===== src/sv/ghlt_ram.sv =====
// Generic single-port-write, registered-read memory.
`default_nettype none
module ghlt_ram #(
  parameter int W  = 8,
  parameter int D  = 16,
  parameter int AW = 4
) (
  input  wire logic          clk,
  input  wire logic          we,
  input  wire logic [AW-1:0] waddr,
  input  wire logic [W-1:0]  wdata,
  input  wire logic [AW-1:0] raddr,
  output logic      [W-1:0]  rdata
);
  logic [W-1:0] mem [D];

  always_ff @(posedge clk) begin
    if (we) begin
      mem[waddr] <= wdata;
    end
    rdata <= mem[raddr];
  end
endmodule
`default_nettype wire


===== config.mk =====
export PLATFORM = sky130hd
export DESIGN_NAME = ghlt_ram
export DESIGN_NICKNAME = d
export VERILOG_FILES = /design/src/sv/ghlt_ram.sv
export SDC_FILE = /design/constraint.sdc
export NUM_CORES = 1
export LEC_CHECK = 0
export ABC_AREA = 1
export BUFFER_PORTS_ARGS = -buffer_cell sky130_fd_sc_hd__buf_2
export CAP_MARGIN = 20
export CORE_ASPECT_RATIO = 0.9
export CORE_UTILIZATION = 30
export DETAILED_ROUTE_END_ITERATION = 10
export PLACE_DENSITY = 0.47
export SLEW_MARGIN = 20
export SYNTH_ARGS = -nofsm -noshare
export SYNTH_HDL_FRONTEND = slang
export SYNTH_SLANG_ARGS = --single-unit
export TNS_END_PERCENT = 30

===== constraint.sdc =====
create_clock -name clk -period 2.5 [get_ports clk]
set_input_delay 0.5 -clock clk [delete_from_list [all_inputs] [get_ports clk]]
set_output_delay 0.5 -clock clk [all_outputs]
set_load 0.02 [all_outputs]

==> run_results.csv <==
group,metric,value,unit
run_status,status,"completed",
clocking,cts_sinks,136,
power_and_ir_drop,powerDensity,809,nW/um^2
power_and_ir_drop,finalPower,5460,uW
synth,ys_seq_area_share,69.4,%
power_and_ir_drop,p_switching,1180,uW
die,pin_count,26,
timing,fin_setup_tns,0,ps
global_route,antenna_found_initial,0,
synth,syn_inst,551,
detailed_routing,vias_per_cell,4.47,
global_route,grt_max_degree,36,
worst_hold_path,hold_class,"input port to flop",
power_and_ir_drop,vdd_drop_max,489,uV
timing,finalSetupViolCount,0,
timing,worst_pin_slew,760,ps
die,dieArea,19800,sq um
power_and_ir_drop,p_sw_share,21.6,%
worst_setup_path,cp_slowest_cell,"dfxtp_1",
run,cap_violations,0,
worst_setup_path,crit_required,2000,ps
clocking,htreeDepth,4,
global_route,grt_use_total,15.5,%
synth,netlist_area,5770,sq um
placed_design,port_buffers,25,
timing,period_needed,1490,ps
worst_setup_path,arrival,990,ps
die,die_h,134,um
detailed_routing,post-route-drc-count,0,
synth,synth-compound-area-share,0,%
layout,fill_cells,1891,
synth,synthAdderAreaFrac,0,%
worst_setup_path,crit_chain,"buf_2",
power_and_ir_drop,pwr-share-seq,47.0,%
timing,fin_skew,6.13,ps
timing,final_max_slew_viol_count,0,
clocking,clock_latency,420,ps
layout,drive_gt1_share,11.9,%
die,initial_utilization,31.0,%
timing,max_freq,0.673,GHz
worst_setup_path,path_max_fanout,1,
clocking,clockBufferDepth,2,
timing,final.period_utilization,59.4,%
worst_setup_path,cp_top_family,"flip-flops",
detailed_routing,num_vias,3774,
synth,yosysWarningCount,0,
synth,ys_types,12,
clocking,cts_made_buffers,17,
power_and_ir_drop,intPower,4280,uW
placed_design,place_congestion,0.762,
layout,multi_input_area,1210,sq um
timing,finalHoldViolations,0,
power_and_ir_drop,power_frac_clock,47.1,%
synth,yosys.area_share.xor_xnor,0,%
power_and_ir_drop,p_leak,0.00288,uW
worst_setup_path,cpPeakStageDelay,380,ps
synth,synth_top_family_by_area,"simple AND/OR/NAND/NOR gates",
die,rows,47,
clocking,cts_setup_buffers,0,
detailed_routing,drt-initial-drc-count,353,
global_route,grt_pass1_vias,3647,
global_route,overflow,0,
clocking,cts_tree,"built",
power_and_ir_drop,p_comb_share,6.0,%
synth,synth_seq_cells,136,
timing,slew_headroom,49.2,%
worst_setup_path,crit_path_end_kind,"primary output",
timing,rsz0062_at_grt,"false",
detailed_routing,wl,14000,um
worst_setup_path,cp-start-kind,"flop",
layout,diodes,0,
synth,yosys.area_share.simple,21.0,%
global_route,grt_pass1_wl,21900,um
placed_design,hpwl,8760,um
synth,synth_nets,569,
worst_setup_path,crit_buf_inv,1,
detailed_routing,ant_nets,0,
detailed_routing,first_pass_iters,5,
worst_setup_path,critPathKind,"flop to primary output",
detailed_routing,wire_per_inst,16.6,um
layout,nets,604,
layout,area_growth_syn_to_layout,17.1,%
clocking,cts_root_buf,"clkbuf_16",
synth,muxShareOfSynthArea,0,%
synth,synth_area_per_cell,10.5,sq um
clocking,ctsResizeCount,0,
clocking,hold_buffers,0,
clocking,cts.reportedPaths.clkPinSlew,60,ps
die,dieWidth,148,um
die,core_area,18600,sq um
layout,final-seq-area,4000,sq um
[kinds of logic after synthesis]
family                 Yosys count
buffers and inverters          126
AND/OR/NAND/NOR                289
flip-flops                     136
[tightest hold or removal path: stages]
cell     delay [ps]
buf_2           160
nand3_1         100
nand2_1          50
[path summary, 6_finish.rpt]
path                                  from        to  slack, ps  cells past startpoint
worst max-delay path              rdata[2]  rdata[2]       1010                      1
worst min-delay path              raddr[3]  rdata[2]        440                      3
worst max register to register  mem[10][4]  rdata[4]       1470                      6
worst min register to register   mem[2][6]  rdata[6]        680                      6
[metrics by stage]
stage	cells	utilization, %	cell area [sq um]	hold WS, ps	setup WS [ps]
after floorplan	551	-	5770	599	1050
after global placement	812	33.1	6140	666	649
after detailed placement	812	33.1	6140	673	667
after CTS	844	36.3	6750	414	994
after global routing	844	36.3	6750	427	983
final	844	36.3	6750	437	1010
[cell type report]
class	count	share of cell area [%]
well taps	245	4.54
clock inverters	15	2.72
inverters	102	5.67
repair buffers	40	3.52
clock buffers	17	6.30
flip-flops and latches	136	59.3
multi-input cells	289	18.0
[power by group through the flow]
stage	clock (uW)	combinational [uW]	sequential (uW)
final	2570	325	2570
after global routing	2730	365	2570
after CTS	2620	332	2570
after detailed placement	0	331	2610
after global placement	0	330	2610
after floorplan	0	180	2630
[synthesized netlist by cell type]
cell / instances / area, sq um
buf_1: 1 / 3.75
buf_2: 13 / 65.1
buf_4: 4 / 30.0
buf_6: 6 / 67.6
dfxtp_1: 8 / 160
edfxtp_1: 128 / 3840
inv_1: 100 / 375
inv_2: 2 / 7.51
nand2_1: 173 / 649
nand3_1: 97 / 485
nand3b_1: 2 / 15.0
nor2_1: 17 / 63.8
[sequential cells by signal, summed over array words and instances (netlist names)]
| register | count |
|---|---|
| mem | 128 |
| rdata | 8 |
[cells in the final DEF, fill, tap and decap left out, drive strengths merged]
cell	instances
buf	40
bufinv	4
clkbuf	17
clkinv	6
clkinvlp	5
dfxtp	8
edfxtp	128
inv	102
nand2	173
nand3	97
nand3b	2
nor2	17
[per-layer routing]
metal  up-vias  global-route usage (%)  part of all wire, %
met5         -                       0                    0
met4         0                    5.50                  1.2
met3        12                    4.11                  5.1
met2       104                    22.3                   44
met1      1813                    22.3                   50
li1       1845                       -                    -
(Power assumes the default switching activity.)
